==> src/rtl/core/iirdf2t_pkg.sv <==
// Shared types and constants for the multichannel DF2T IIR filter.
`default_nettype none

package iirdf2t_pkg;

    // Field widths fixed by the interface.
    localparam int SAMPLE_W   = 16;
    localparam int COEF_W     = 18;
    localparam int STATE_W    = 40;
    localparam int PROD_W     = 34;
    localparam int WORD_IDX_W = 2;
    localparam int CFG_IDX_W  = 4;
    localparam int CFG_DATA_W = 54;

    // Delay words per channel in the storage layout.
    localparam int WORDS_PER_CH = 4;

    // Configuration register indexes.
    localparam logic [CFG_IDX_W-1:0] CFG_FF_LOW_THREE = 4'd0;
    localparam logic [CFG_IDX_W-1:0] CFG_FF_HIGH_TWO  = 4'd1;
    localparam logic [CFG_IDX_W-1:0] CFG_FB_LOW_THREE = 4'd2;
    localparam logic [CFG_IDX_W-1:0] CFG_FB_FOURTH    = 4'd3;

    // Reset value of the packed feedforward register: b0 = 1.0.
    localparam logic [CFG_DATA_W-1:0] FF_LOW_RESET = 54'd16384;

    // Commands from the controller to the datapath.
    typedef struct packed {
        logic                  load_in;
        logic                  load_y;
        logic                  mul_en;
        logic [WORD_IDX_W-1:0] mul_idx;
        logic                  rd_en;
        logic [WORD_IDX_W-1:0] rd_idx;
        logic                  comb_en;
        logic [WORD_IDX_W-1:0] comb_idx;
        logic                  comb_chain;
        logic                  load_out;
    } cmd_t;

    // Status from the datapath to the controller.
    typedef struct packed {
        logic out_free;
    } status_t;

endpackage

`default_nettype wire

==> src/rtl/core/iir_filter_df2t_4th_order_top.sv <==
// Top level of the multichannel fourth-order DF2T IIR filter.
//
// Usage:
//   Input beats (s_valid/s_ready) carry one Q0.15 sample, its channel and an
//   end-of-block flag. Result beats (m_valid/m_ready) carry the rounded and
//   saturated filtered sample with the channel and flag copied through.
//   Coefficients are written by the user through the cfg_valid/cfg_ready port,
//   index 0 to 3, while the filter is idle (not enforced by the block); cfg_ready is always high.
// Timing:
//   Delay word 0 is fetched and b0*x is captured at the accepting edge. The
//   YCALC state then forms y, and in the UPDATE state the two shared multipliers
//   and the single storage read port step through the delay words. The next
//   sample is accepted in the cycle after the result is loaded, so a new sample
//   is not taken before the last one is through.
// Reset:
//   aresetn is synchronous and active low. It restores b0 = 1.0 with all other
//   coefficients zero and clears every delay word through per-entry valid bits.
// Back-pressure:
//   A result waits in the output register while m_ready is low; the next sample
//   is accepted and processed meanwhile and stalls only at the final load.
`default_nettype none

module iir_filter_df2t_4th_order_top #(
    parameter int CHANNELS = 2,
    parameter int ORDER    = 4
) (
    input  wire logic                                      aclk,
    input  wire logic                                      aresetn,
    input  wire logic                                      s_valid,
    output logic                                           s_ready,
    input  wire logic                                      s_channel,
    input  wire logic signed [iirdf2t_pkg::SAMPLE_W-1:0]   s_sample,
    input  wire logic                                      s_end_of_block,
    output logic                                           m_valid,
    input  wire logic                                      m_ready,
    output logic                                           m_out_channel,
    output logic signed      [iirdf2t_pkg::SAMPLE_W-1:0]   m_filtered,
    output logic                                           m_out_end_of_block,
    input  wire logic                                      cfg_valid,
    output logic                                           cfg_ready,
    input  wire logic        [iirdf2t_pkg::CFG_IDX_W-1:0]  cfg_index,
    input  wire logic        [iirdf2t_pkg::CFG_DATA_W-1:0] cfg_data
);

    iirdf2t_pkg::cmd_t    cmd;
    iirdf2t_pkg::status_t status;

    // Configuration writes complete in the cycle they are presented.
    assign cfg_ready = 1'b1;

    iirdf2t_ctrl #(
        .ORDER (ORDER)
    ) u_ctrl (
        .aclk    (aclk),
        .aresetn (aresetn),
        .s_valid (s_valid),
        .s_ready (s_ready),
        .cmd     (cmd),
        .status  (status)
    );

    iirdf2t_dp #(
        .CHANNELS (CHANNELS)
    ) u_dp (
        .aclk               (aclk),
        .aresetn            (aresetn),
        .cmd                (cmd),
        .status             (status),
        .s_channel          (s_channel),
        .s_sample           (s_sample),
        .s_end_of_block     (s_end_of_block),
        .m_valid            (m_valid),
        .m_ready            (m_ready),
        .m_out_channel      (m_out_channel),
        .m_filtered         (m_filtered),
        .m_out_end_of_block (m_out_end_of_block),
        .cfg_valid          (cfg_valid),
        .cfg_index          (cfg_index),
        .cfg_data           (cfg_data)
    );

    // A result is never loaded over a beat that the receiver has not taken.
    a_no_overwrite: assert property (@(posedge aclk) disable iff (!aresetn)
        cmd.load_out |-> (!m_valid || m_ready))
        else $error("result register overwritten while a beat was pending");

    // A loaded result is presented in the next cycle.
    a_load_presents: assert property (@(posedge aclk) disable iff (!aresetn)
        cmd.load_out |=> m_valid)
        else $error("loaded result not presented");

    // Only one sample is in flight: no new beat right after one is accepted.
    a_one_in_flight: assert property (@(posedge aclk) disable iff (!aresetn)
        (s_valid && s_ready) |=> !s_ready)
        else $error("second sample accepted while one is in flight");

    // Delay words are never written and fetched at the same storage slot in one cycle.
    a_rw_distinct: assert property (@(posedge aclk) disable iff (!aresetn)
        (cmd.comb_en && cmd.rd_en) |-> (cmd.comb_idx != cmd.rd_idx))
        else $error("delay word read and written in the same cycle");

endmodule

`default_nettype wire

==> src/rtl/core/iirdf2t_ram.sv <==
// Generic single-port-write, single-port-read RAM with registered read data.
`default_nettype none

module iirdf2t_ram #(
    parameter int WIDTH = 40,
    parameter int DEPTH = 8
) (
    input  wire logic                     aclk,
    input  wire logic                     we,
    input  wire logic [$clog2(DEPTH)-1:0] waddr,
    input  wire logic [WIDTH-1:0]         wdata,
    input  wire logic                     re,
    input  wire logic [$clog2(DEPTH)-1:0] raddr,
    output logic      [WIDTH-1:0]         rdata
);

    logic [WIDTH-1:0] mem [DEPTH];

    // Write port and registered read port.
    always_ff @(posedge aclk) begin
        if (we) begin
            mem[waddr] <= wdata;
        end
        if (re) begin
            rdata <= mem[raddr];
        end
    end

endmodule

`default_nettype wire

==> src/rtl/core/iirdf2t_ctrl.sv <==
// Controller that sequences one sample through the filter datapath.
`default_nettype none

module iirdf2t_ctrl #(
    parameter int ORDER = 4
) (
    input  wire logic                 aclk,
    input  wire logic                 aresetn,
    input  wire logic                 s_valid,
    output logic                      s_ready,
    output iirdf2t_pkg::cmd_t         cmd,
    input  wire iirdf2t_pkg::status_t status
);

    localparam int STEP_W = $clog2(ORDER + 1);

    typedef enum logic [1:0] {
        ST_IDLE,
        ST_YCALC,
        ST_UPDATE,
        ST_PUSH
    } state_t;

    state_t              state_reg, state_next;
    logic [STEP_W-1:0]   step_reg, step_next;
    logic [STEP_W:0]     step_inc;
    logic [STEP_W-1:0]   step_dec;

    assign step_inc = {1'b0, step_reg} + 1'b1;
    assign step_dec = step_reg - 1'b1;

    // Next state and per-cycle commands. In the update phase, step k multiplies the
    // coefficients of word k and fetches word k+1 while word k-1 is combined and written.
    always_comb begin
        state_next = state_reg;
        step_next  = step_reg;
        cmd        = '0;
        s_ready    = 1'b0;
        unique case (state_reg)
            ST_IDLE: begin
                s_ready = 1'b1;
                if (s_valid) begin
                    cmd.load_in = 1'b1;
                    cmd.rd_en   = 1'b1;
                    cmd.rd_idx  = '0;
                    state_next  = ST_YCALC;
                end
            end
            ST_YCALC: begin
                cmd.load_y = 1'b1;
                step_next  = '0;
                state_next = ST_UPDATE;
            end
            ST_UPDATE: begin
                if (step_reg < STEP_W'(ORDER)) begin
                    cmd.mul_en  = 1'b1;
                    cmd.mul_idx = iirdf2t_pkg::WORD_IDX_W'(step_reg);
                end
                if (step_inc < (STEP_W + 1)'(ORDER)) begin
                    cmd.rd_en  = 1'b1;
                    cmd.rd_idx = iirdf2t_pkg::WORD_IDX_W'(step_inc);
                end
                if (step_reg != '0) begin
                    cmd.comb_en    = 1'b1;
                    cmd.comb_idx   = iirdf2t_pkg::WORD_IDX_W'(step_dec);
                    cmd.comb_chain = (step_reg < STEP_W'(ORDER));
                end
                if (step_reg == STEP_W'(ORDER)) begin
                    if (status.out_free) begin
                        cmd.load_out = 1'b1;
                        state_next   = ST_IDLE;
                    end else begin
                        state_next = ST_PUSH;
                    end
                end else begin
                    step_next = STEP_W'(step_inc);
                end
            end
            ST_PUSH: begin
                if (status.out_free) begin
                    cmd.load_out = 1'b1;
                    state_next   = ST_IDLE;
                end
            end
            default: begin
                state_next = ST_IDLE;
            end
        endcase
    end

    // State and step counter.
    always_ff @(posedge aclk) begin
        if (!aresetn) begin
            state_reg <= ST_IDLE;
            step_reg  <= '0;
        end else begin
            state_reg <= state_next;
            step_reg  <= step_next;
        end
    end

endmodule

`default_nettype wire

==> src/rtl/core/iirdf2t_dp.sv <==
// Datapath: coefficient registers, multipliers, delay-word storage and result register.
`default_nettype none

module iirdf2t_dp #(
    parameter int CHANNELS = 2
) (
    input  wire logic                                    aclk,
    input  wire logic                                    aresetn,
    input  wire iirdf2t_pkg::cmd_t                       cmd,
    output iirdf2t_pkg::status_t                         status,
    input  wire logic                                    s_channel,
    input  wire logic signed [iirdf2t_pkg::SAMPLE_W-1:0] s_sample,
    input  wire logic                                    s_end_of_block,
    output logic                                         m_valid,
    input  wire logic                                    m_ready,
    output logic                                         m_out_channel,
    output logic signed      [iirdf2t_pkg::SAMPLE_W-1:0] m_filtered,
    output logic                                         m_out_end_of_block,
    input  wire logic                                    cfg_valid,
    input  wire logic        [iirdf2t_pkg::CFG_IDX_W-1:0]  cfg_index,
    input  wire logic        [iirdf2t_pkg::CFG_DATA_W-1:0] cfg_data
);

    localparam int DEPTH  = CHANNELS * iirdf2t_pkg::WORDS_PER_CH;
    localparam int ADDR_W = $clog2(DEPTH);
    localparam int SW     = iirdf2t_pkg::STATE_W;
    localparam int CW     = iirdf2t_pkg::COEF_W;
    localparam int PW     = iirdf2t_pkg::PROD_W;
    localparam int XW     = iirdf2t_pkg::SAMPLE_W;

    // Configuration registers.
    logic [53:0] ff_low_reg;
    logic [35:0] ff_high_reg;
    logic [53:0] fb_low_reg;
    logic [17:0] fb_fourth_reg;

    always_ff @(posedge aclk) begin
        if (!aresetn) begin
            ff_low_reg    <= iirdf2t_pkg::FF_LOW_RESET;
            ff_high_reg   <= '0;
            fb_low_reg    <= '0;
            fb_fourth_reg <= '0;
        end else if (cfg_valid) begin
            unique case (cfg_index)
                iirdf2t_pkg::CFG_FF_LOW_THREE: ff_low_reg    <= cfg_data[53:0];
                iirdf2t_pkg::CFG_FF_HIGH_TWO:  ff_high_reg   <= cfg_data[35:0];
                iirdf2t_pkg::CFG_FB_LOW_THREE: fb_low_reg    <= cfg_data[53:0];
                iirdf2t_pkg::CFG_FB_FOURTH:    fb_fourth_reg <= cfg_data[17:0];
                default: ;
            endcase
        end
    end

    // Storage base address of the incoming channel; channels past the top share the last one.
    logic [ADDR_W-1:0] ch_ext, ch_sel, base_in;
    assign ch_ext  = ADDR_W'(s_channel);
    assign ch_sel  = (ch_ext < ADDR_W'(CHANNELS)) ? ch_ext : ADDR_W'(CHANNELS - 1);
    assign base_in = ch_sel << 2;

    // Sample context registers.
    logic signed [XW-1:0] x_reg;
    logic                 ch_reg, eob_reg;
    logic [ADDR_W-1:0]    base_reg;
    logic signed [PW-1:0] p0_reg, pb_reg, pa_reg;
    logic signed [XW-1:0] y_reg, y_next;

    logic signed [CW-1:0] b0_w, b_sel, a_sel;
    logic signed [PW-1:0] p0_w, pb_w, pa_w;

    assign b0_w = ff_low_reg[17:0];
    assign p0_w = b0_w * s_sample;

    // Coefficient pair for the word being multiplied.
    always_comb begin
        case (cmd.mul_idx)
            2'd0: begin
                b_sel = ff_low_reg[35:18];
                a_sel = fb_low_reg[17:0];
            end
            2'd1: begin
                b_sel = ff_low_reg[53:36];
                a_sel = fb_low_reg[35:18];
            end
            2'd2: begin
                b_sel = ff_high_reg[17:0];
                a_sel = fb_low_reg[53:36];
            end
            default: begin
                b_sel = ff_high_reg[35:18];
                a_sel = fb_fourth_reg;
            end
        endcase
    end

    assign pb_w = b_sel * x_reg;
    assign pa_w = a_sel * y_reg;

    // Delay-word storage with per-entry valid bits; unwritten words read as zero.
    logic [DEPTH-1:0]  valid_reg;
    logic              rd_valid_reg;
    logic [ADDR_W-1:0] raddr, waddr;
    logic [SW-1:0]     rdata, wdata;
    logic signed [SW-1:0] old_w;

    assign raddr = (cmd.load_in ? base_in : base_reg) + ADDR_W'(cmd.rd_idx);
    assign waddr = base_reg + ADDR_W'(cmd.comb_idx);
    assign old_w = rd_valid_reg ? $signed(rdata) : '0;

    iirdf2t_ram #(
        .WIDTH (SW),
        .DEPTH (DEPTH)
    ) u_ram (
        .aclk  (aclk),
        .we    (cmd.comb_en),
        .waddr (waddr),
        .wdata (wdata),
        .re    (cmd.rd_en),
        .raddr (raddr),
        .rdata (rdata)
    );

    always_ff @(posedge aclk) begin
        if (!aresetn) begin
            valid_reg    <= '0;
            rd_valid_reg <= 1'b0;
        end else begin
            if (cmd.comb_en) begin
                valid_reg[waddr] <= 1'b1;
            end
            if (cmd.rd_en) begin
                rd_valid_reg <= valid_reg[raddr];
            end
        end
    end

    // Output sample: round b0*x + s0 to Q0.15 and saturate.
    logic signed [55:0] acc_w, yfull_w;
    always_comb begin
        acc_w   = 56'(p0_reg) + (56'(old_w) <<< 15) + 56'sd8192;
        yfull_w = acc_w >>> 14;
        if (yfull_w > 56'sd32767) begin
            y_next = 16'sh7FFF;
        end else if (yfull_w < -56'sd32768) begin
            y_next = 16'sh8000;
        end else begin
            y_next = yfull_w[XW-1:0];
        end
    end

    // Delay-word update: round b*x - a*y to 14 fraction bits, add the next word, saturate.
    logic signed [34:0] t_w;
    logic signed [35:0] tr_w;
    logic signed [20:0] v_w;
    logic signed [40:0] sum_w;
    always_comb begin
        t_w   = 35'(pb_reg) - 35'(pa_reg);
        tr_w  = 36'(t_w) + 36'sd16384;
        v_w   = 21'(tr_w >>> 15);
        sum_w = 41'(v_w) + (cmd.comb_chain ? 41'(old_w) : 41'sd0);
        if (sum_w[40] != sum_w[39]) begin
            wdata = sum_w[40] ? {1'b1, {(SW - 1){1'b0}}} : {1'b0, {(SW - 1){1'b1}}};
        end else begin
            wdata = sum_w[SW-1:0];
        end
    end

    // Payload registers of the datapath.
    always_ff @(posedge aclk) begin
        if (cmd.load_in) begin
            x_reg    <= s_sample;
            ch_reg   <= s_channel;
            eob_reg  <= s_end_of_block;
            base_reg <= base_in;
            p0_reg   <= p0_w;
        end
        if (cmd.load_y) begin
            y_reg <= y_next;
        end
        if (cmd.mul_en) begin
            pb_reg <= pb_w;
            pa_reg <= pa_w;
        end
    end

    // Result register; it holds a beat until the receiver takes it.
    logic m_valid_reg;
    always_ff @(posedge aclk) begin
        if (!aresetn) begin
            m_valid_reg <= 1'b0;
        end else if (cmd.load_out) begin
            m_valid_reg <= 1'b1;
        end else if (m_ready) begin
            m_valid_reg <= 1'b0;
        end
    end

    always_ff @(posedge aclk) begin
        if (cmd.load_out) begin
            m_out_channel      <= ch_reg;
            m_filtered         <= y_reg;
            m_out_end_of_block <= eob_reg;
        end
    end

    assign m_valid         = m_valid_reg;
    assign status.out_free = !m_valid_reg || m_ready;

endmodule

`default_nettype wire

==> config.mk <==
export PLATFORM = sky130hd
export DESIGN_NAME = iir_filter_df2t_4th_order_top
export DESIGN_NICKNAME = d
export VERILOG_FILES = /design/src/rtl/core/iirdf2t_pkg.sv /design/src/rtl/core/iir_filter_df2t_4th_order_top.sv /design/src/rtl/core/iirdf2t_ram.sv /design/src/rtl/core/iirdf2t_ctrl.sv /design/src/rtl/core/iirdf2t_dp.sv
export SDC_FILE = /design/constraint.sdc
export NUM_CORES = 2
export LEC_CHECK = 0
export BUFFER_PORTS_ARGS = -buffer_cell sky130_fd_sc_hd__buf_2
export CAP_MARGIN = 20
export CORE_MARGIN = 1.5
export CORE_UTILIZATION = 65
export CTS_CLUSTER_DIAMETER = 80
export DETAILED_ROUTE_END_ITERATION = 8
export PLACE_DENSITY = 0.85
export SKIP_LAST_GASP = 1
export SLEW_MARGIN = 20
export SYNTH_ARGS = -nofsm -noshare
export SYNTH_HDL_FRONTEND = slang
export SYNTH_SLANG_ARGS = --single-unit
==> constraint.sdc <==
create_clock -name aclk -period 18.2 [get_ports aclk]
set_clock_uncertainty 0.2 [all_clocks]
set_input_delay 1.82 -clock aclk [delete_from_list [all_inputs] [get_ports aclk]]
set_output_delay 1.82 -clock aclk [all_outputs]
set_load 0.02 [all_outputs]
==> results.yml <==
routing:
  ant_nets: 0
  dr.pass1.iters: 6
  viasPerCell: 6.12
  num_vias: 45400
  drc_errors: 0
  drt_iter0_drc: 4456
  post_drt_wl_per_cell_um: 22.0
  wl_um: 163000
placement:
  dp_hpwl_um: 117000
  dp_cells: 7278
  port_buffers: 100
  gp_congestion: 0.948
cells_and_area:
  drive_gt1_frac: 0.0769
  multi_input_area_sq_um: 40800
  seq_area_sq_um: 18600
  nets: 7425
  area_growth_pct: 6.31
  largest_reg_flops: 320
  stdcell_count: 7414
  fill_cells: 6687
synthesis:
  yosysWarnings: 0
  syn_area_per_cell_sq_um: 10.5
  yosys-top-cells-area: "fa_1 27%, edfxtp_1 23%, ha_1 7.9%"
  yosysTopAreaCellShare: 0.272
  synth-seq-area-share: 0.291
  syn-num-nets: 7454
  netlist_instances: 6095
  ys_types: 90
  syn_area_sq_um: 64100
  synthArstFlopShare: 0
  ys_seq_elements: 681
  synth_edf_count: 501
  synth.largest_area_cell: "fa_1"
  ys.flop_type: "edfxtp_1"
worst_setup_path:
  worstPathArrival_ns: 9.80
  cp-start-kind: "flop"
  critPathKind: "flop to flop"
  cp.buffers_inverters: 7
  crit_path_frequent_cell: "fa_1"
  crit_fanout: 18
  crit_slowest_cell: "a2111oi_0"
  cp-end-kind: "flop"
  max_stage_delay_ns: 0.62
  critPathTopFamily: "adder cells"
  required_ns: 18.40
global_route:
  use_met2: 0.544
  grt_pass1_vias: 48200
  grt_use_met3: 0.0631
  use_met1: 0.438
  gr-total-overflow: 0
  grt_busiest_layer: "met2"
  grt_pass1_wl_um: 261000
  grt_max_degree: 129
  antenna_found_initial: 4
  grt.total_usage: 0.337
sta:
  report.final.slew_viol_count: 0
  fin_crit_sh: 0.528
  finalSetupViolations: 0
  worst_pin_slew_ns: 1.16
  max_freq_mhz: 104
  tns_ns: 0
  slew_headroom: 0.229
  rsz0062_at_grt: "no"
  post-route-min-period_ns: 9.61
  hold_violations: 0
job:
  maxCapViolCount: 0
clock_tree:
  cts-root-buf: "clkbuf_16"
  cts_tree: "built"
  postCtsSetupBuffers: 0
  htreeDepth: 3
  cts_resized: 0
  clk_latency_ns: 0.66
  clock-sinks: 681
  clk_pin_slew_ns: 0.06
  cts_buffers: 71
  cts_max_path_buffers: 3
  cts_hold_buffers: 0
hold_path:
  min_path_type: "flop to flop"
pwr:
  vdd_ir_drop_max_v: 0.0000822
  finalPower_w: 0.00531
  leakage_nw: 29.4
  powerDensity_nw_per_um2: 77.9
floorplan:
  die_h_um: 317
  row_count: 115
  pin_count: 102
  coreArea_sq_um: 98100
  die_area_sq_um: 101000
  initial_core_util: 0.654
  die_w_um: 317
status:
  status: "complete, no violations"
==> routing by layer <==
layer	vias up	share of wire
met5	-	0.00015
met4	4	0.058
li1	19600	-
met2	2519	0.47
met1	22600	0.37
met3	591	0.099
==> through the flow <==
stage	hold WS (ns)	cell area (sq um)	worst slack [ns]	utilization
finish	0.224	68200	8.59	0.695
global route	0.241	68200	8.08	0.695
CTS	0.225	68100	8.77	0.694
detailed placement	0.220	65800	8.79	0.671
global placement	0.200	65800	8.99	0.671
floorplan	0.200	64100	8.04	-
==> cells by family after synthesis <==
| kind of cell | count (synthesis) | share of synthesized area |
|---|---|---|
| adder cells (fa/ha/maj) | 1317 | 0.357 |
| multiplexers | 140 | 0.0386 |
| XOR/XNOR | 187 | 0.0257 |
| buffers and inverters | 1288 | 0.0758 |
| flip-flops | 681 | 0.291 |
| other | 1 | 0.0000585 |
| AND/OR/NAND/NOR | 1734 | 0.129 |
| AO/OA/AOI/OAI | 747 | 0.0826 |
==> layout by cell type, fill, tap and decap left out, types with 42 or more instances in the layout <==
master	Yosys	routed
buf_4	1	52
nor2_1	149	141
o22ai_1	43	42
a21o_1	73	73
o21a_1	44	44
and2_1	427	426
ha_1	406	405
nand2_1	869	868
a21oi_1	139	139
dfxtp_1	180	180
xnor2_1	139	139
xor2_1	47	45
edfxtp_1	501	501
mux4_2	82	82
nand2b_1	48	48
inv_1	1032	1032
clkbuf_16	0	71
a21boi_0	169	169
nor2b_1	66	66
o21ai_0	74	73
fa_1	872	871
buf_2	4	99
==> final timing paths <==
check	to	slack, ns	cells past startpoint	startpoint
min reg2reg	u_dp.m_out_end_of_block$_DFFE_PP_	0.22	0	u_dp.eob_reg$_DFFE_PP_
min	u_dp.m_out_end_of_block$_DFFE_PP_	0.22	0	u_dp.eob_reg$_DFFE_PP_
max reg2reg	u_dp.pa_reg[32]$_DFFE_PP_	8.59	28	u_ctrl.step_reg[0]$_SDFFE_PN0P_
max	u_dp.pa_reg[32]$_DFFE_PP_	8.59	28	u_ctrl.step_reg[0]$_SDFFE_PN0P_
==> synth_stat cells, types with 47 or more instances <==
cell type / n
a21boi_0: 169
a21o_1: 73
a21oi_1: 139
and2_1: 427
clkbuf_1: 233
dfxtp_1: 180
edfxtp_1: 501
fa_1: 872
ha_1: 406
inv_1: 1032
mux4_2: 82
nand2_1: 869
nand2b_1: 48
nor2_1: 149
nor2b_1: 66
nor3_1: 47
o21ai_0: 74
xnor2_1: 139
xor2_1: 47
==> cell type report <==
type | count | area share
Antenna cell | 2 | 0.0000734
Clock buffer | 85 | 0.0276
Clock inverter | 47 | 0.00628
Inverter | 1033 | 0.0569
Multi-Input combinational cell | 4126 | 0.599
Sequential cell | 681 | 0.274
Tap cell | 1287 | 0.0236
Timing Repair Buffer | 153 | 0.0136
==> power by group <==
group	total (W)	switching, W	internal [W]	leakage, nW
combinational	0.00189	0.00118	0.000709	22.3
clock	0.00143	0.000649	0.000784	1.13
sequential	0.00199	0.0000764	0.00192	6.03
total	0.00531	0.00190	0.00341	29.4
Note: power is estimated with default switching activity, not from simulation.
